[config.mk]
export PLATFORM = sky130hd
export DESIGN_NAME = radio_menu_tuning_fsm
export DESIGN_NICKNAME = d
export VERILOG_FILES = /design/src/rtl/rmt_pkg.sv /design/src/rtl/rmt_csr.sv /design/src/rtl/rmt_in_reg.sv /design/src/rtl/rmt_engine.sv /design/src/rtl/radio_menu_tuning_fsm.sv
export SDC_FILE = /design/constraint.sdc
export NUM_CORES = 1
export LEC_CHECK = 0
export BUFFER_PORTS_ARGS = -buffer_cell sky130_fd_sc_hd__buf_2
export CAP_MARGIN = 0
export CORE_MARGIN = 2
export CORE_UTILIZATION = 45
export DETAILED_ROUTE_END_ITERATION = 7
export PLACE_DENSITY = 0.67
export RECOVER_POWER = 50
export SYNTH_ARGS = -nofsm -noshare
export SYNTH_HDL_FRONTEND = slang
export SYNTH_SLANG_ARGS = --single-unit
[constraint.sdc]
create_clock -name clock -period 5.94 [get_ports clock]
set_input_delay 0.297 -clock clock [delete_from_list [all_inputs] [get_ports clock]]
set_output_delay 0.297 -clock clock [all_outputs]
set_load 0.02 [all_outputs]
[src/rtl/rmt_pkg.sv]
package rmt_pkg;

   localparam int FREQ_W            = 25;
   localparam int MENU_W            = 3;
   localparam int OPT_W             = 3;
   localparam int MENU_SLOTS        = 8;
   localparam int NUM_DIGITS        = 6;
   localparam int NUM_MENUS_DEFAULT = 6;
   localparam int CSR_ADDR_W        = 3;
   localparam int CSR_DATA_W        = 32;
   localparam int REQ_TDATA_W       = 8;
   localparam int REQ_TUSER_W       = 3;
   localparam int RSP_TDATA_W       = 48;

   localparam logic [FREQ_W-1:0] MAX_FREQ_RESET = FREQ_W'(30000000);
   localparam logic [FREQ_W-1:0] MIN_FREQ_RESET = FREQ_W'(100);
   localparam logic [FREQ_W-1:0] FREQ_RESET     = FREQ_W'(7074000);
   localparam logic [OPT_W-1:0]  OPTION_RESET   = OPT_W'(4);

   localparam logic [MENU_W-1:0] MENU_TUNE  = MENU_W'(0);
   localparam logic [MENU_W-1:0] MENU_FIRST = MENU_W'(1);

   // Register index, taken from bit 2 of the byte address.
   localparam logic REG_MAX_FREQ = 1'b0;
   localparam logic REG_MIN_FREQ = 1'b1;

   typedef enum logic [2:0] {
      SRC_ENCODER = 3'd0,
      SRC_ENTER   = 3'd1,
      SRC_ESCAPE  = 3'd2,
      SRC_LEFT    = 3'd3,
      SRC_RIGHT   = 3'd4
   } src_type;

   typedef struct packed {
      logic [2:0] req_type;
      logic       falling_edge;
      logic       encoder_b_level;
   } event_type;

   typedef struct packed {
      logic [FREQ_W-1:0] max_frequency;
      logic [FREQ_W-1:0] min_frequency;
   } cfg_type;

   typedef struct packed {
      logic [2:0]        band_choice;
      logic [1:0]        vox_choice;
      logic [2:0]        preamp_choice;
      logic [1:0]        agc_choice;
      logic [1:0]        mode_choice;
      logic              commit_pulse;
      logic [FREQ_W-1:0] tuned_frequency;
      logic [OPT_W-1:0]  current_option;
      logic [MENU_W-1:0] menu_state;
   } result_type;

   // Step size of each tuning digit; an index past the last digit uses 100 Hz.
   function automatic logic [FREQ_W-1:0] digit_step(input logic [OPT_W-1:0] digit);
      logic [FREQ_W-1:0] step;
      case (digit)
         3'd0:    step = FREQ_W'(10000000);
         3'd1:    step = FREQ_W'(1000000);
         3'd2:    step = FREQ_W'(100000);
         3'd3:    step = FREQ_W'(10000);
         3'd4:    step = FREQ_W'(1000);
         default: step = FREQ_W'(100);
      endcase
      return step;
   endfunction

   // Highest option index of each menu.
   function automatic logic [OPT_W-1:0] option_top(input logic [MENU_W-1:0] menu);
      logic [OPT_W-1:0] top;
      case (menu)
         3'd0:    top = OPT_W'(5);
         3'd1:    top = OPT_W'(3);
         3'd2:    top = OPT_W'(2);
         3'd3:    top = OPT_W'(4);
         3'd4:    top = OPT_W'(3);
         3'd5:    top = OPT_W'(4);
         default: top = OPT_W'(7);
      endcase
      return top;
   endfunction

   function automatic logic [OPT_W-1:0] saved_reset(input logic [MENU_W-1:0] menu);
      logic [OPT_W-1:0] val;
      case (menu)
         3'd0:    val = OPT_W'(4);
         3'd3:    val = OPT_W'(3);
         3'd5:    val = OPT_W'(2);
         default: val = OPT_W'(0);
      endcase
      return val;
   endfunction

endpackage

[src/rtl/rmt_csr.sv]
module rmt_csr
   import rmt_pkg::*;
(
   input  logic                  clock,
   input  logic                  reset,
   input  logic                  csr_psel,
   input  logic                  csr_penable,
   input  logic                  csr_pwrite,
   input  logic [CSR_ADDR_W-1:0] csr_paddr,
   input  logic [CSR_DATA_W-1:0] csr_pwdata,
   output logic [CSR_DATA_W-1:0] csr_prdata,
   output logic                  csr_pready,
   output cfg_type               cfg
);

   logic [FREQ_W-1:0] max_freq_ff, max_freq_in;
   logic [FREQ_W-1:0] min_freq_ff, min_freq_in;
   logic              wr_en;
   logic              reg_sel;

   assign csr_pready = 1'b1;
   assign wr_en      = csr_psel && csr_penable && csr_pwrite && csr_pready;
   assign reg_sel    = csr_paddr[2];

   always_comb begin
      max_freq_in = max_freq_ff;
      min_freq_in = min_freq_ff;
      if (wr_en) begin
         case (reg_sel)
            REG_MAX_FREQ: max_freq_in = csr_pwdata[FREQ_W-1:0];
            REG_MIN_FREQ: min_freq_in = csr_pwdata[FREQ_W-1:0];
            default: ;
         endcase
      end
   end

   always_ff @(posedge clock) begin
      if (reset) begin
         max_freq_ff <= MAX_FREQ_RESET;
         min_freq_ff <= MIN_FREQ_RESET;
      end else begin
         max_freq_ff <= max_freq_in;
         min_freq_ff <= min_freq_in;
      end
   end

   always_comb begin
      case (reg_sel)
         REG_MAX_FREQ: csr_prdata = CSR_DATA_W'(max_freq_ff);
         REG_MIN_FREQ: csr_prdata = CSR_DATA_W'(min_freq_ff);
         default:      csr_prdata = '0;
      endcase
   end

   assign cfg.max_frequency = max_freq_ff;
   assign cfg.min_frequency = min_freq_ff;

endmodule

[src/rtl/rmt_in_reg.sv]
module rmt_in_reg
   import rmt_pkg::*;
(
   input  logic      clock,
   input  logic      reset,
   input  logic      in_valid,
   output logic      in_ready,
   input  event_type in_event,
   output logic      ev_valid,
   input  logic      ev_ready,
   output event_type ev_event
);

   logic      valid_ff, valid_in;
   event_type event_ff, event_in;
   logic      take;

   // The stage refills in the same cycle that the engine drains it.
   assign in_ready = !valid_ff || ev_ready;
   assign take     = in_valid && in_ready;

   always_comb begin
      valid_in = valid_ff;
      event_in = event_ff;
      if (take) begin
         valid_in = 1'b1;
         event_in = in_event;
      end else if (ev_ready) begin
         valid_in = 1'b0;
      end
   end

   always_ff @(posedge clock) begin
      if (reset) begin
         valid_ff <= 1'b0;
      end else begin
         valid_ff <= valid_in;
      end
   end

   always_ff @(posedge clock) begin
      event_ff <= event_in;
   end

   assign ev_valid = valid_ff;
   assign ev_event = event_ff;

endmodule

[src/rtl/rmt_engine.sv]
module rmt_engine
   import rmt_pkg::*;
#(
   parameter int NUM_MENUS = NUM_MENUS_DEFAULT
) (
   input  logic       clock,
   input  logic       reset,
   input  cfg_type    cfg,
   input  logic       ev_valid,
   output logic       ev_ready,
   input  event_type  ev_event,
   output logic       res_valid,
   input  logic       res_ready,
   output result_type res_data
);

   localparam logic [MENU_W-1:0] MENU_LAST  = MENU_W'(NUM_MENUS - 1);
   localparam logic [OPT_W-1:0]  DIGIT_LAST = OPT_W'(NUM_DIGITS - 1);

   logic [MENU_W-1:0] menu_ff, menu_in;
   logic [OPT_W-1:0]  option_ff, option_in;
   logic [FREQ_W-1:0] freq_ff, freq_in;
   logic [OPT_W-1:0]  saved_ff [MENU_SLOTS];
   logic [OPT_W-1:0]  saved_in [MENU_SLOTS];
   logic              commit;
   logic              fire;
   logic              active;
   src_type           src;
   logic [FREQ_W-1:0] step;
   logic [FREQ_W:0]   freq_up;
   logic [FREQ_W:0]   freq_floor;
   logic [OPT_W-1:0]  top;

   logic       res_valid_ff, res_valid_in;
   result_type res_data_ff, res_data_in;

   assign ev_ready = !res_valid_ff || res_ready;
   assign fire     = ev_valid && ev_ready;
   assign src      = src_type'(ev_event.req_type);
   assign active   = fire && ev_event.falling_edge;

   assign step       = digit_step(option_ff);
   assign freq_up    = {1'b0, freq_ff} + {1'b0, step};
   assign freq_floor = {1'b0, cfg.min_frequency} + {1'b0, step};
   assign top        = option_top(menu_ff);

   always_comb begin
      menu_in   = menu_ff;
      option_in = option_ff;
      freq_in   = freq_ff;
      saved_in  = saved_ff;
      commit    = 1'b0;
      if (active) begin
         if (menu_ff == MENU_TUNE) begin
            case (src)
               SRC_ENCODER: begin
                  if (ev_event.encoder_b_level) begin
                     if (freq_up < {1'b0, cfg.max_frequency}) begin
                        freq_in = freq_up[FREQ_W-1:0];
                     end
                  end else if ({1'b0, freq_ff} > freq_floor) begin
                     freq_in = freq_ff - step;
                  end
               end
               SRC_ESCAPE: begin
                  saved_in[MENU_TUNE] = option_ff;
                  menu_in             = MENU_FIRST;
                  option_in           = saved_ff[MENU_FIRST];
               end
               SRC_LEFT: begin
                  option_in = (option_ff > '0) ? option_ff - 1'b1 : '0;
               end
               SRC_RIGHT: begin
                  option_in = (option_ff < DIGIT_LAST) ? option_ff + 1'b1 : DIGIT_LAST;
               end
               default: ;
            endcase
         end else begin
            case (src)
               SRC_ENCODER: begin
                  if (ev_event.encoder_b_level) begin
                     option_in = (option_ff < top) ? option_ff + 1'b1 : top;
                  end else begin
                     option_in = (option_ff > '0) ? option_ff - 1'b1 : '0;
                  end
               end
               SRC_ENTER: begin
                  saved_in[menu_ff] = option_ff;
                  commit            = 1'b1;
               end
               SRC_ESCAPE: begin
                  menu_in   = MENU_TUNE;
                  option_in = saved_ff[MENU_TUNE];
               end
               SRC_LEFT: begin
                  menu_in   = (menu_ff > MENU_FIRST) ? menu_ff - 1'b1 : MENU_LAST;
                  option_in = saved_ff[menu_in];
               end
               SRC_RIGHT: begin
                  menu_in   = (menu_ff < MENU_LAST) ? menu_ff + 1'b1 : MENU_FIRST;
                  option_in = saved_ff[menu_in];
               end
               default: ;
            endcase
         end
      end
   end

   always_comb begin
      res_valid_in = res_valid_ff;
      res_data_in  = res_data_ff;
      if (fire) begin
         res_valid_in                = 1'b1;
         res_data_in.menu_state      = menu_in;
         res_data_in.current_option  = option_in;
         res_data_in.tuned_frequency = freq_in;
         res_data_in.commit_pulse    = commit;
         res_data_in.mode_choice     = saved_in[1][1:0];
         res_data_in.agc_choice      = saved_in[2][1:0];
         res_data_in.preamp_choice   = saved_in[3];
         res_data_in.vox_choice      = saved_in[4][1:0];
         res_data_in.band_choice     = saved_in[5];
      end else if (res_ready) begin
         res_valid_in = 1'b0;
      end
   end

   always_ff @(posedge clock) begin
      if (reset) begin
         menu_ff      <= MENU_TUNE;
         option_ff    <= OPTION_RESET;
         freq_ff      <= FREQ_RESET;
         res_valid_ff <= 1'b0;
         for (int i = 0; i < MENU_SLOTS; i++) begin
            saved_ff[i] <= saved_reset(MENU_W'(i));
         end
      end else begin
         menu_ff      <= menu_in;
         option_ff    <= option_in;
         freq_ff      <= freq_in;
         res_valid_ff <= res_valid_in;
         saved_ff     <= saved_in;
      end
   end

   always_ff @(posedge clock) begin
      res_data_ff <= res_data_in;
   end

   assign res_valid = res_valid_ff;
   assign res_data  = res_data_ff;

`ifndef NO_ASSERTIONS
   // The menu never leaves the range of menus that exist.
   a_menu_range: assert property (@(posedge clock) disable iff (reset)
      {1'b0, menu_ff} < (MENU_W + 1)'(NUM_MENUS))
      else $error("menu index out of range");

   // A commit is only reported from a submenu, which Enter does not leave.
   a_commit_submenu: assert property (@(posedge clock) disable iff (reset)
      res_valid_ff && res_data_ff.commit_pulse |-> res_data_ff.menu_state != MENU_TUNE)
      else $error("commit reported outside a submenu");

   // The frequency only moves on an accepted event while tuning.
   a_freq_hold: assert property (@(posedge clock) disable iff (reset)
      !(active && menu_ff == MENU_TUNE) |=> $stable(freq_ff))
      else $error("frequency changed without a tuning event");

   // The frequency never rises to the upper bound through an increment.
   a_freq_below_max: assert property (@(posedge clock) disable iff (reset)
      active && menu_ff == MENU_TUNE && freq_in != freq_ff && freq_in > freq_ff
      |-> freq_in < cfg.max_frequency)
      else $error("increment reached the upper bound");
`endif

endmodule

[src/rtl/radio_menu_tuning_fsm.sv]
// Front-panel menu and tuning controller for a radio receiver. Each item on the
// req_ channel is one panel event: an encoder step or an edge on the Enter,
// Escape, Left or Right button; items without a falling edge, and stray
// sources, leave the state alone but still produce a result. Every item gives
// exactly one result item on the rsp_ channel showing the menu, the option, the
// tuned frequency, a commit flag and the stored option of each submenu after
// the event. The block accepts one item per clock cycle unless either side
// stalls; each item passes through an input register, then the result register.
// That rate is set by the state update loop, which applies one event per cycle
// from the state left by the previous one. Either side may stall freely: the
// input register refills in the same cycle that the result register drains.
// The user must write the tuning bounds at csr_ byte address 0 (maximum) and
// 4 (minimum) only while no item is in flight; the block does not enforce it.
module radio_menu_tuning_fsm
   import rmt_pkg::*;
#(
   parameter int NUM_MENUS = NUM_MENUS_DEFAULT
) (
   input  logic                   clock,
   input  logic                   reset,
   // Event channel.
   input  logic                   req_tvalid,
   output logic                   req_tready,
   // Bit 0 falling_edge, bit 1 encoder_b_level, bits 7:2 zero.
   input  logic [REQ_TDATA_W-1:0] req_tdata,
   // Bits 2:0 req_type.
   input  logic [REQ_TUSER_W-1:0] req_tuser,
   // Result channel.
   output logic                   rsp_tvalid,
   input  logic                   rsp_tready,
   // Bits 2:0 menu_state, 5:3 current_option, 30:6 tuned_frequency,
   // 31 commit_pulse, 33:32 mode_choice, 35:34 agc_choice,
   // 38:36 preamp_choice, 40:39 vox_choice, 43:41 band_choice, 47:44 zero.
   output logic [RSP_TDATA_W-1:0] rsp_tdata,
   // Configuration port.
   input  logic                   csr_psel,
   input  logic                   csr_penable,
   input  logic                   csr_pwrite,
   input  logic [CSR_ADDR_W-1:0]  csr_paddr,
   input  logic [CSR_DATA_W-1:0]  csr_pwdata,
   output logic [CSR_DATA_W-1:0]  csr_prdata,
   output logic                   csr_pready
);

   localparam int RES_W = $bits(result_type);

   cfg_type    cfg;
   event_type  in_event;
   event_type  ev_event;
   logic       ev_valid;
   logic       ev_ready;
   result_type res_data;

   // Unpack the incoming item.
   assign in_event.req_type        = req_tuser;
   assign in_event.falling_edge    = req_tdata[0];
   assign in_event.encoder_b_level = req_tdata[1];

   rmt_csr u_csr (
      .clock       (clock),
      .reset       (reset),
      .csr_psel    (csr_psel),
      .csr_penable (csr_penable),
      .csr_pwrite  (csr_pwrite),
      .csr_paddr   (csr_paddr),
      .csr_pwdata  (csr_pwdata),
      .csr_prdata  (csr_prdata),
      .csr_pready  (csr_pready),
      .cfg         (cfg)
   );

   rmt_in_reg u_in_reg (
      .clock    (clock),
      .reset    (reset),
      .in_valid (req_tvalid),
      .in_ready (req_tready),
      .in_event (in_event),
      .ev_valid (ev_valid),
      .ev_ready (ev_ready),
      .ev_event (ev_event)
   );

   rmt_engine #(
      .NUM_MENUS (NUM_MENUS)
   ) u_engine (
      .clock     (clock),
      .reset     (reset),
      .cfg       (cfg),
      .ev_valid  (ev_valid),
      .ev_ready  (ev_ready),
      .ev_event  (ev_event),
      .res_valid (rsp_tvalid),
      .res_ready (rsp_tready),
      .res_data  (res_data)
   );

   // The result struct is declared with its last field in the lowest bits,
   // so packing is a zero extension to whole bytes.
   assign rsp_tdata = {{(RSP_TDATA_W - RES_W){1'b0}}, res_data};

endmodule
# ---- Word level (Yosys, flattened, before mapping)
# Cells that the tools add are included.
dict set report word_totals {
  mem_bits_ro 0
  memories 0
  latchBits 0
  regBits 156
  in_bits 53
  out_inout_bits 83
  ramBits 0
  wordCells 133
}
dict set report op_classes {
  add_sub_neg 7
  shift 0
  div 0
  multipliers 0
  order_cmp 11
  mux 42
  eq_ne 14
  n_reduce_logical 23
  bitwise 6
}
# operator n
set ops {}
lappend ops {{25-bit 2-to-1 mux} 6}
lappend ops {{24-bit one-hot mux with 5 select lines} 1}
lappend ops {{32-bit one-hot mux with 2 select lines} 1}
lappend ops {{3-bit 2-to-1 mux} 18}
lappend ops {{25-bit by 24-bit adder with 26-bit output} 2}
lappend ops {{20-bit 2-to-1 mux} 2}
lappend ops {{25-bit by 26-bit > comparator with 1-bit output} 1}
lappend ops {{26-bit by 25-bit less-than comparator with 1-bit output} 1}
lappend ops {{25-bit by 24-bit subtractor with 25-bit output} 1}
lappend ops {{24-bit bitwise mux} 1}
lappend ops {{24-bit 2-to-1 mux} 1}
lappend ops {{3-bit one-hot mux with 4 select lines} 2}
lappend ops {{3-bit binary-select mux with 3-bit select} 2}
lappend ops {{3-bit by 2-bit equality test with 1-bit output (second input constant)} 6}
lappend ops {{3-bit one-hot mux with 3 select lines} 2}
lappend ops {{3-bit equality test (second input constant)} 4}
lappend ops {{4-bit greater-or-equal comparator (second input constant)} 3}
lappend ops {{3-bit NOT with 4-bit output} 3}
lappend ops {{3-bit demux with 3-bit select} 1}
lappend ops {{3-bit by 1-bit equality test with 1-bit output (second input constant)} 3}
lappend ops {{3-bit zero test} 3}
lappend ops {{3-bit by 1-bit adder with 3-bit output (second input constant)} 2}
lappend ops {{3-bit by 1-bit > comparator with 1-bit output (second input constant)} 2}
lappend ops {{1-bit logical AND} 6}
lappend ops {{13 further kinds} 29}

# ---- Depth between registers and ports, before layout
# Gate-level depths: netlist (run 1).
dict set report depth {
  depth_word 9
  ltp_mapped 31
  ltp_nobuf 27
}

# ---- Cells and area by module
# Synthesis (run 1) repeated with hierarchy kept, for this count alone.
dict set report hier_totals {
  hier_cells 1393
  area_unflattened_um2 12329.3
}
# module cells_per_inst seq_area_each_um2 area_per_inst_um2 n_inst
set modules_own_cells {}
lappend modules_own_cells {rmt_engine 1132 2342.2 9586.7 1}
lappend modules_own_cells {rmt_csr 246 1001.0 2503.7 1}
lappend modules_own_cells {rmt_in_reg 10 170.2 205.2 1}
lappend modules_own_cells {radio_menu_tuning_fsm 5 0.0 33.8 1}

# ---- Least setup slack after synthesis (run 1)
# OpenSTA, ideal clock, no wires.
dict set report synth_path {
  path_kind {register to register}
  from {reg u_engine.option_ff[0]}
  to {reg u_engine.res_data_ff (netlist bit u_engine.res_data[27]) (data pin)}
  arrival_ns 6.013
  slack_ns -0.333
  stages_incl_launch_ff 31
  setup_ns 0.261
  path_buffers 3
  period_less_slack_ns 6.273
  required_ns 5.679
  cell_sequence {dfxtp_1 clkbuf_1 inv_1 ha_1 nand2_1 o21ai_0 or3_1 clkbuf_1 nand2_1 inv_1 nor2_1 inv_1 ha_1 a21o_1 a31oi_1 o21ai_0 o31ai_1 o21ai_0 a31oi_1 nor2_1 xnor2_1 ha_1 nand3_1 nor4bb_1 o211ai_1 o211ai_1 nand4_1 clkbuf_1 or3_1 a21oi_1 nor3_1}
}
dict set report synth_between {
  elab_chain_len 9
  word_cells_on_any_way 17
  classes_between {add/sub (3); order compare (2); eq/ne (4); mux (7); reduce/logical (1)}
}
# element line_no
set synth_lines {}
lappend synth_lines {{from (decl)} rmt_engine.sv:21} ;# logic [OPT_W-1:0] option_ff, option_in;
lappend synth_lines {{from (signal assigned)} rmt_engine.sv:139} ;# option_ff <= option_in;
lappend synth_lines {{3-bit equality test, or another cell as far along} rmt_pkg.sv:61} ;# case (digit)
lappend synth_lines {{24-bit one-hot mux with 5 select lines (*)} rmt_pkg.sv:61}
lappend synth_lines {{25-bit by 24-bit adder with 26-bit output (on tied branches)} {rmt_engine.sv:44, rmt_engine.sv:43}}
lappend synth_lines {{25-bit by 26-bit > comparator with 1-bit output or 26-bit by 25-bit less-than comparator with 1-bit output (tied branches)} {rmt_engine.sv:61, rmt_engine.sv:58}}
lappend synth_lines {{25-bit 2-to-1 mux (on tied branches)} {rmt_engine.sv:61, rmt_engine.sv:58}}
lappend synth_lines {{25-bit 2-to-1 mux (*)} rmt_engine.sv:57} ;# if (ev_event.encoder_b_level) begin
lappend synth_lines {{25-bit 2-to-1 mux (*)} rmt_engine.sv:55} ;# case (src)
lappend synth_lines {{25-bit 2-to-1 mux (*)} rmt_engine.sv:54} ;# if (menu_ff == MENU_TUNE) begin
lappend synth_lines {{25-bit 2-to-1 mux (*)} rmt_engine.sv:53} ;# if (active) begin
lappend synth_lines {{via u_engine.freq_in[21]} rmt_engine.sv:22} ;# logic [FREQ_W-1:0] freq_ff, freq_in;
lappend synth_lines {{to (signal assigned)} rmt_engine.sv:147} ;# res_data_ff <= res_data_in;
lappend synth_lines {{to (decl)} rmt_engine.sv:35} ;# result_type res_data_ff, res_data_in;
# Mark *: on every way through the listed nets, which the timed path passes. The rest lies on a longest branch.
# A chain may end at the register's enable or synchronous reset.

# ---- Final worst setup path (run 1)
dict set report layout_path {
  from {reg u_engine.option_ff[0]}
  to {reg u_engine.freq_ff[7]}
}
dict set report layout_between {
  elab_chain_len 9
  word_cells_on_any_way 17
  classes_between {add/sub (3); order compare (2); eq/ne (4); mux (7); reduce/logical (1)}
}
# element line_no
set layout_lines {}
lappend layout_lines {{3-bit equality test, or another cell as far along} rmt_pkg.sv:61}
lappend layout_lines {{24-bit one-hot mux with 5 select lines (*)} rmt_pkg.sv:61}
lappend layout_lines {{25-bit by 24-bit adder with 26-bit output (on tied branches)} {rmt_engine.sv:44, rmt_engine.sv:43}}
lappend layout_lines {{25-bit by 26-bit > comparator with 1-bit output or 26-bit by 25-bit less-than comparator with 1-bit output (tied branches)} {rmt_engine.sv:61, rmt_engine.sv:58}}
lappend layout_lines {{25-bit 2-to-1 mux (on tied branches)} {rmt_engine.sv:61, rmt_engine.sv:58}}
lappend layout_lines {{25-bit 2-to-1 mux (*)} rmt_engine.sv:57}
lappend layout_lines {{25-bit 2-to-1 mux (*)} rmt_engine.sv:55}
lappend layout_lines {{25-bit 2-to-1 mux (*)} rmt_engine.sv:54}
lappend layout_lines {{25-bit 2-to-1 mux (*)} rmt_engine.sv:53}
lappend layout_lines {{via u_engine.freq_in[7]} rmt_engine.sv:22}
lappend layout_lines {{to (signal assigned)} rmt_engine.sv:140} ;# freq_ff <= freq_in;
lappend layout_lines {{to (decl)} rmt_engine.sv:22}
# Marks and branches as above.

==> results of run 1 <==
-- metrics by stage --
stage	setup TNS [ns]	power, uW	hold slack, ns	instances	area (um2)
CTS	0	2860	0.0227	1965	14100
global placement	-0.260	1710	0.444	1932	13400
finish	0	2890	0.0369	1978	14500
floorplan	0	1520	0.396	1465	12000
detailed placement	-3.69	1720	0.447	1932	13400
global route	-0.579	3010	0.0218	1978	14500
-- layout by cell type (no fill, tap or decap), types with 17 or more instances in the layout --
cell	n
mux2i_1	27
ha_1	111
nand2b_1	20
buf_2	58
buf_4	122
and2_1	20
nor2b_1	17
clkbuf_1	51
mux2_2	18
nand2_1	184
clkbuf_16	17
xnor2_1	31
nor2_1	83
o211ai_1	20
dfxtp_1	103
o21a_1	18
o21ai_0	82
inv_1	78
a21oi_1	108
nand3_1	27
edfxtp_1	47
nor3_1	33
a211oi_1	23
-- flip-flops by register name, summed over array words and instances, names as in the netlist, 3 cells and up --
signal,count
u_csr.max_freq_ff,25
u_csr.min_freq_ff,25
u_engine.freq_ff,23
u_engine.menu_ff,3
u_engine.option_ff,3
u_engine.res_data,42
u_engine.saved_ff,24
u_in_reg.ev_event,5
-- cells by family (layout without fill, tap and decap cells) --
group	after synthesis	in the layout	share of synthesized area
simple gates	483	483	0.194
compound gates	423	423	0.236
buf+inv	173	351	0.0613
flops	152	152	0.295
fa+ha+maj	124	124	0.132
xor+xnor	48	48	0.0353
mux	48	48	0.0454
other cells	2	14	0.000630
-- power breakdown --
group,switching [uW],leakage (uW),internal [uW]
logic,373,0.00432,255
registers,21.5,0.00127,1090
clock network,540,0.000294,604
-- layer usage --
metal  vias to the layer above  GRT usage  share of wire
li1                       5586          -              -
met1                      5471      0.330           0.44
met2                       339      0.436           0.49
met3                        54     0.0392          0.045
met4                         0     0.0757          0.021
met5                         -          0              0
-- layout make-up --
| class | instances | area, um2 | share of cell area |
|---|---|---|---|
| clock buffers | 17 | 425 | 0.0294 |
| clock inverters | 15 | 175 | 0.0121 |
| inverters | 82 | 313 | 0.0216 |
| multi-input cells | 1140 | 8170 | 0.564 |
| flip-flops and latches | 152 | 3520 | 0.243 |
| well taps | 335 | 419 | 0.0289 |
| repair buffers | 237 | 1470 | 0.102 |
-- worst max-delay path, cell delays in order (launching register included) --
cell and delay, ns:
dfxtp_2 0.34, inv_2 0.04, buf_6 0.11, ha_4 0.16, nor2_4 0.10, nor2_2 0.05
or3_4 0.47, buf_4 0.18, nand3_4 0.13, ha_4 0.23, a21o_1 0.20, or3_4 0.33
o2111a_2 0.29, buf_4 0.15, o21ai_1 0.13, nand2_1 0.10, xnor2_2 0.24, ha_1 0.30
a41oi_2 0.21, o21ai_2 0.10, a211oi_2 0.21, o211ai_1 0.19, a2111o_1 0.57, buf_12 0.19
o22a_1 0.17, o221a_2 0.26, or2_1 0.21
-- cells in the mapped netlist, drive strengths merged, types with 14 or more instances --
cell      n
and2     22
nor2     90
xnor2    33
mux2     18
clkbuf   66
nand2b   20
inv      81
nor3     36
or3      14
a211oi   28
dfxtp   105
ha      121
or2      14
mux2i    27
nand3    30
a21oi   115
buf      25
edfxtp   47
nor2b    18
o211ai   20
o21ai    96
o21a     18
nand2   187
xor2     15
a31oi    14
-- how the worst min path moves through the flow --
| stage | from | endpoint | slack, ns | cells past startpoint |
|---|---|---|---|---|
| floorplan | req_tdata[1] | u_in_reg.ev_event[0]$_DFFE_PP_ | 0.40 | 0 |
| global placement | u_csr.max_freq_ff[12]$_SDFFE_PP0P_ | u_csr.max_freq_ff[12]$_SDFFE_PP0P_ | 0.44 | 2 |
| detailed placement | u_csr.max_freq_ff[18]$_SDFFE_PP0P_ | u_csr.max_freq_ff[18]$_SDFFE_PP0P_ | 0.45 | 2 |
| CTS | req_tdata[0] | u_in_reg.ev_event[1]$_DFFE_PP_ | 0.02 | 1 |
| global route | req_tdata[0] | u_in_reg.ev_event[1]$_DFFE_PP_ | 0.02 | 1 |
| finish | req_tdata[0] | u_in_reg.ev_event[1]$_DFFE_PP_ | 0.04 | 1 |
-- what timing repair did --
action / 4_1_cts / 5_1_grt
resized for setup: 17 / 86
pin swaps: 3 / 34
endpoints found under the setup margin: 43 / 46
setup buffers: 1 / 12
cloned: 0 / 1
==> impl_metrics.toml, run 1 <==
[run_status]
run_status = "complete, but fails checks"
violations = "max-capacitance violations, max-slew violations"

[setup_path]
crit_arrival_ns = 6.10
timing.rr.end = "u_engine.freq_ff[7]$_SDFF_PP1_"
critPathCapture = "u_engine.freq_ff[7]$_SDFF_PP1_"
ff2ff_setup_slack_ns = 0.17
worstPathRequired_ns = 6.27
capturing_element_type_of_the_critical_path = "flip-flop"
critPathLaunch = "u_engine.option_ff[0]$_SDFF_PP0_"
critPathLaunchType = "flip-flop"
critical_path.reg2reg.startpoint = "u_engine.option_ff[0]$_SDFF_PP0_"
setup.worst_path.class = "flip-flop to flip-flop"
worstPathMaxFanout = 9
r2r.worst_path.cells = 26

[final_layout]
post_route_cells_drive_above_1_share = 0.206
count_of_filler_cells_inserted_in_the_layout = 2412
final_util = 0.556
antenna_cells = 0
layout-area-overhead-vs-synth_pct = 21.6
total_number_of_nets_in_the_final_design = 1807

[worst_hold_path]
worstHoldPathType = "primary input to flip-flop"

[timing]
finalSetupViolations = 0
relSlewSlack = -0.891
final_period_minus_worst_setup_slack_ns = 5.77
final.setup_skew_ns = 0.0163
setup_slack_ns = 0.175
fmax_mhz = 173
tightestPinTransition_ns = 2.84
hold_violations = 0
final_max_slew_viol_count = 207
period_share = 0.971

[floorplan]
std_cell_rows = 59
ios = 136
core_area_um2 = 26100
initial_core_util = 0.457
die_w_um = 167
dieArea_um2 = 27800
fp.dieH_um = 167

[route]
wire_length_reported_by_the_detailed_router_um = 36600
drtAntennaViolNets = 0
drc = 0
drt-wirelength-per-cell_um = 18.5
firstDrtPassIters = 6
drt-vias-per-instance = 5.79
drt_iter0_drc = 804
routed-via-count = 11500

[global_routing]
grt_util_all_layers = 0.254
grt_remaining_overflow = 0
first_global_vias = 10900
grt_first_pass_wirelength_um = 56900
grt_max_degree = 52
grt_antenna_before_repair = 0

[pwr]
powerDensity_nw_per_um2 = 199
leakagePower_uw = 0.00588
worst_ir_drop_vdd_uv = 151

[placement]
numPortBuffers = 106
post-place-ws_ns = -0.278
detailedPlacementHpwl_um = 26900
routabilityCongestion = 0.931

[clock_network]
numCtsBuffers = 17
worst_skew_pair.late_latency_ns = 0.45
hold_buffers = 0
clkTransAtPathRegs_ns = 0.07
cell_at_the_root_of_the_clock_tree = "clkbuf_16"
clock_tree.htree_level_count = 4
clock_sinks = 152
clockBufferDepth = 2
cts_tree = "built"

[yosys]
yosysTopAreaCellShare = 0.176
synth_area_leader_cell = "dfxtp_1"
ys_async_rst_share = 0
synth_area_um2 = 11900
avgSynthCellArea_um2 = 8.20
synthesis.yosys.warnings = 0
synth.distinct_cells = 93
post_synth_inst_count = 1453
dominantRegCellSynth = "dfxtp_1"
synth.top_cells.by_area = "dfxtp_1 18%, ha_1 13%, edfxtp_1 12%, nand2_1 5.9%, a21oi_1 4.8%"
synth_enable_flop_cells = 47
postSynthRegisterBits = 152
synth.yosys.seq_area_share = 0.295

[flow_run]
max_cap_viol_count = 5
No activity file was read; power rests on OpenSTA's default activity.
==> run 2: changes to the inputs <==
--- a/config.mk
+++ b/config.mk
@@ -11,4 +11,5 @@
 export CORE_UTILIZATION = 45
 export DETAILED_ROUTE_END_ITERATION = 7
+export GPL_TIMING_DRIVEN = 0
 export PLACE_DENSITY = 0.67
 export RECOVER_POWER = 50
==> constraint.sdc (replaced) <==
create_clock -name clock -period 5.94 [get_ports clock]
set_input_delay 0.594 -clock clock [delete_from_list [all_inputs] [get_ports clock]]
set_output_delay 0.594 -clock clock [all_outputs]
set_load 0.02 [all_outputs]
==> impl_metrics.toml, run 2 (synthesis gave the netlist of run 1 again) <==
[global_routing]
first_global_vias = 11400
grt_max_degree = 27
grt_antenna_before_repair = 0
grt_remaining_overflow = 0
grt_first_pass_wirelength_um = 62900
grt_util_all_layers = 0.286

[timing]
grt_setup_unrepaired = "yes"
finalSetupViolations = 46
period_share = 1.06
final_period_minus_worst_setup_slack_ns = 6.31
setup_slack_ns = -0.367
relSlewSlack = 0.0828
tightestPinTransition_ns = 1.38
fmax_mhz = 159
final.setup_skew_ns = 0.0209
hold_violations = 0
final_max_slew_viol_count = 0

[floorplan]
std_cell_rows = 59
fp.dieH_um = 167
dieArea_um2 = 27800
initial_core_util = 0.457
die_w_um = 167
core_area_um2 = 26100
ios = 136

[placement]
numPortBuffers = 105
post-place-ws_ns = -2.35
detailedPlacementHpwl_um = 29600
numPlacedInstances = 1906
routabilityCongestion = 0.953

[final_layout]
layout-area-overhead-vs-synth_pct = 28.1
final_util = 0.585
antenna_cells = 0
post_route_cells_drive_above_1_share = 0.226
final_common_cell = "nand2_1"
stdcell_count = 2011
multiInputGateArea_um2 = 8730
largest_register_ffs = 42
count_of_filler_cells_inserted_in_the_layout = 2314
sequential_cell_area_um2 = 3520
most_frequent_cells_in_the_layout = "180 x nand2_1, 109 x ha_1, 102 x a21oi_1, 102 x clkbuf_1, 102 x dfxtp_1"
total_number_of_nets_in_the_final_design = 1840

[setup_path]
worstPathMaxFanout = 4
crit_arrival_ns = 6.64
critPathLaunchType = "flip-flop"
timing.rr.end = "u_engine.freq_ff[7]$_SDFF_PP1_"
critical_path.reg2reg.startpoint = "u_engine.option_ff[0]$_SDFF_PP0_"
setup.worst_path.class = "flip-flop to flip-flop"
capturing_element_type_of_the_critical_path = "flip-flop"
r2r.worst_path.cells = 27
ff2ff_setup_slack_ns = -0.37
worstPathRequired_ns = 6.27
critPathLaunch = "u_engine.option_ff[0]$_SDFF_PP0_"

[worst_hold_path]
hold_path_end = "u_in_reg.ev_event[2]$_DFFE_PP_"
worstHoldStart = "req_tuser[0]"
worstHoldPathType = "primary input to flip-flop"
hold_depth = 1

[run_status]
violations = "negative setup slack"
run_status = "complete, but fails checks"

[route]
wire_length_reported_by_the_detailed_router_um = 41200
drtAntennaViolNets = 0
drt_iter0_drc = 1167
routed-via-count = 12000
drt-wirelength-per-cell_um = 20.5
drc = 0
firstDrtPassIters = 6
drt-vias-per-instance = 5.99

[clock_network]
worst_skew_pair.late_latency_ns = 0.46
cts_tree = "built"
numCtsBuffers = 17
clkTransAtPathRegs_ns = 0.07
clockBufferDepth = 2
clock_tree.htree_level_count = 4
clock_sinks = 152
cell_at_the_root_of_the_clock_tree = "clkbuf_16"
hold_buffers = 0

[pwr]
leakagePower_uw = 0.00599
worst_ir_drop_vdd_uv = 161
design_power_total_uw = 2960
powerDensity_nw_per_um2 = 194

[flow_run]
max_cap_viol_count = 0
## run 2: changes by cell type in the layout (fill, tap and decap cells not counted), moves of 6 or more
cell | before | now
clkbuf_1 | 51 | 102
buf_4 | 122 | 77
buf_2 | 58 | 65
buf_6 | 5 | 12
a21oi_1 | 108 | 102
## run 2: layout make-up
cell class / count / area share
Inverter: 82 / 0.0209
Buffer: 88 / 0.0344
Sequential cell: 152 / 0.231
Multi-Input combinational cell: 1141 / 0.572
Clock inverter: 15 / 0.0124
Tap cell: 335 / 0.0275
Timing Repair Buffer: 181 / 0.0740
Clock buffer: 17 / 0.0279
## run 2: stage by stage
stage                     setup TNS [ns]  hold slack (ns)  cell area [um2]
final                             -10.89            0.327            15300
after global routing              -16.70            0.325            15300
after CTS                          -3.30            0.320            14800
after detailed placement          -96.44            0.447            13000
after global placement            -95.74            0.442            12900
after floorplan                        0            0.436            12000
## run 2: how the worst max path moves through the flow
stage	endpoint	slack, ns	cells after the start
final	u_engine.freq_ff[7]$_SDFF_PP1_	-0.37	27
after floorplan	u_engine.res_data[17]$_DFFE_PP_	0.02	26
after detailed placement	u_engine.freq_ff[5]$_SDFF_PP0_	-2.35	29
after global routing	u_engine.freq_ff[11]$_SDFF_PP0_	-0.47	30
after global placement	u_engine.res_data[11]$_DFFE_PP_	-2.31	29
after CTS	u_engine.freq_ff[11]$_SDFF_PP0_	-0.21	29
## run 2: what timing repair did
action,CTS,global route
resized for setup,173,60
pin swaps,73,32
gates cloned,4,0
setup endpoints to repair,46,46
buffers inserted,52,22
## run 2: metal layers
| metal | wire length (um) | part of all wire | track usage | vias to the layer above |
|---|---|---|---|---|
| li1 | - | - | - | 5675 |
| met1 | 17900 | 0.44 | 0.387 | 5770 |
| met2 | 19000 | 0.46 | 0.468 | 509 |
| met3 | 3010 | 0.073 | 0.0409 | 83 |
| met4 | 1220 | 0.030 | 0.0978 | 0 |
| met5 | 0 | 0 | 0 | - |
## run 2: critical path: stages (launching register included)
cell and delay, ns:
dfxtp_4 0.36, clkbuf_16 0.13, clkinvlp_4 0.15, ha_4 0.23, ha_4 0.16, or3_4 0.43
nand2_4 0.12, clkinvlp_4 0.22, nor2_4 0.18, buf_4 0.13, ha_4 0.19, clkbuf_8 0.14
o21bai_1 0.17, or4b_4 0.52, a21oi_4 0.25, o21ai_4 0.12, nand2_2 0.15, xnor2_4 0.15
ha_4 0.24, a41oi_2 0.18, o21ai_2 0.10, a211oi_2 0.17, o211ai_1 0.20, a2111o_1 0.61
buf_6 0.19, o22a_1 0.20, o221a_2 0.29, or2_1 0.21
## run 2: power by group
part	internal (uW)	switching, uW	leakage (uW)
clock network	579	589	0.000299
logic	266	418	0.00443
registers	1090	19.2	0.00127
total	1940	1030	0.00599
==> run 3: changes to the inputs <==
BUFFER_PORTS_ARGS = unset   (was -buffer_cell sky130_fd_sc_hd__buf_2)
DONT_BUFFER_PORTS = 1   (was unset)
PLACE_DENSITY = unset   (was 0.67)
==> impl_metrics.toml, run 3 (synthesis gave the netlist of run 1 again) <==
[placement]
routabilityCongestion = 0.977
numPortBuffers = 0
post-place-ws_ns = -2.60
detailedPlacementHpwl_um = 29700

[setup_path]
setup.worst_path.class = "flip-flop to flip-flop"
timing.critical_path.slowest_stage_cell = "or3_4"
critPathLaunchType = "flip-flop"
slowest_delay_ns = 0.44
worstPathRequired_ns = 6.22
ff2ff_setup_slack_ns = -0.35
capturing_element_type_of_the_critical_path = "flip-flop"
crit_arrival_ns = 6.58
r2r.worst_path.cells = 29
worstPathMaxFanout = 5

[route]
drt_iter0_drc = 1034
route.met2.wl_um = 19000
met3_length_um = 3130
wire_length_reported_by_the_detailed_router_um = 41700
firstDrtPassIters = 5
drt-vias-per-instance = 6.09
maxUsedRoutingLayer = "met4"
drt-wirelength-per-cell_um = 21.8
wirelength_met1_um = 18400
routed-via-count = 11600
drc = 0
drtAntennaViolNets = 0

[floorplan]
initial_core_util = 0.457
dieArea_um2 = 27800
fp.dieH_um = 167
std_cell_rows = 59
die_w_um = 167
ios = 136
core_area_um2 = 26100

[pwr]
design_power_total_uw = 2960
p_sw_frac = 0.340
p_switching_uw = 1010
powerDensity_nw_per_um2 = 197
seq_pwr_share = 0.381
p_comb_frac = 0.229
p_int_uw = 1950
leakagePower_uw = 0.00572
p_clk_frac = 0.390
worst_ir_drop_vdd_uv = 141

[final_layout]
total_number_of_nets_in_the_final_design = 1740
final_common_cell = "nand2_1"
antenna_cells = 0
largest_register_ffs = 42
layout-area-overhead-vs-synth_pct = 26.2
most_frequent_cells_in_the_layout = "180 x nand2_1, 104 x ha_1, 102 x a21oi_1, 102 x dfxtp_1, 79 x nor2_1"
count_of_filler_cells_inserted_in_the_layout = 2341
post_route_cells_drive_above_1_share = 0.214

[clock_network]
cts_tree = "built"
numCtsBuffers = 17
clkTransAtPathRegs_ns = 0.08
cell_at_the_root_of_the_clock_tree = "clkbuf_16"
clock_sinks = 152
clockBufferDepth = 2
worst_skew_pair.late_latency_ns = 0.45
clock_tree.htree_level_count = 4

[timing]
final.setup_skew_ns = 0.0182
fmax_mhz = 159
grt_setup_unrepaired = "yes"
final_period_minus_worst_setup_slack_ns = 6.29
relSlewSlack = -0.132
setup_slack_ns = -0.354
tightestPinTransition_ns = 1.70
finalSetupViolations = 46
hold_violations = 0
final_max_slew_viol_count = 32
period_share = 1.06

[global_routing]
grt_util_all_layers = 0.287
first_global_vias = 10800
grt_remaining_overflow = 0
grt_max_degree = 32
grt_first_pass_wirelength_um = 62300
grt_antenna_before_repair = 0

[run_status]
run_status = "complete, but fails checks"
violations = "max-capacitance violations, max-slew violations, negative setup slack"

[flow_run]
max_cap_viol_count = 1

[worst_hold_path]
worstHoldPathType = "primary input to flip-flop"
hold_depth = 0
## run 3: cell types whose count changed in the layout (fill, tap and decap cells not counted), sizes merged
cell and delta:
clkinv -2, clkbuf -44, a211o -1, buf -54
clkinvlp +1
## run 3: worst max-delay path: cells and delay by family, from the launching register on
kind | cells | cell delay (ns)
flops | 1 | 0.36
simple gates | 8 | 1.75
compound gates | 10 | 2.17
fa+ha+maj | 4 | 0.80
buf+inv | 7 | 1.03
## run 3: metrics by stage
stage,hold WS (ns),util,TNS (ns),instance area [um2],instances
global placement,0.444,0.476,-103.62,12400,1800
global route,0.226,0.577,-16.97,15000,1911
detailed placement,0.448,0.477,-106.80,12400,1801
floorplan,0.436,-,0,12000,1465
finish,0.241,0.577,-9.54,15000,1911
CTS,0.230,0.544,-1.72,14200,1884
## run 3: path summary, 6_finish.rpt
path,to,start
worst max-delay path,u_engine.res_data[19]$_DFFE_PP_,u_engine.option_ff[0]$_SDFF_PP0_
worst min-delay path,u_in_reg.ev_event[4]$_DFFE_PP_,req_tuser[2]
worst max register to register,u_engine.res_data[19]$_DFFE_PP_,u_engine.option_ff[0]$_SDFF_PP0_
worst min register to register,u_csr.max_freq_ff[12]$_SDFFE_PP0P_,u_csr.max_freq_ff[12]$_SDFFE_PP0P_
## run 3: area by class of cell
cell class	instances	area [um2]	area share
multi-input cells	1140	8880	0.591
inverters	82	319	0.0212
plain buffers	88	538	0.0358
clock buffers	18	450	0.0300
clock inverters	14	148	0.00982
repair buffers	82	758	0.0504
well taps	335	419	0.0279
flip-flops and latches	152	3520	0.234
## run 3: layer usage
metal  GRT usage  vias up
li1            -     5454
met1       0.394     5654
met2       0.454      449
met3      0.0592       75
met4      0.0888        0
met5           0        -
## run 3: repair_timing
| item | CTS | global route |
|---|---|---|
| gates cloned | 1 | 1 |
| resized for setup | 157 | 116 |
| hold buffers | 0 | 0 |
| setup endpoints to repair | 46 | 46 |
| pin swaps | 51 | 77 |
| setup buffers | 52 | 28 |
## run 3: power by group through the flow
stage | Sequential [uW] | Combinational [uW] | Clock [uW]
2_1_floorplan | 1140 | 382 | 0
3_3_place_gp | 1150 | 506 | 0
3_5_place_dp | 1150 | 513 | 0
4_1_cts | 1120 | 594 | 1170
5_1_grt | 1130 | 732 | 1200
6_report | 1130 | 679 | 1150
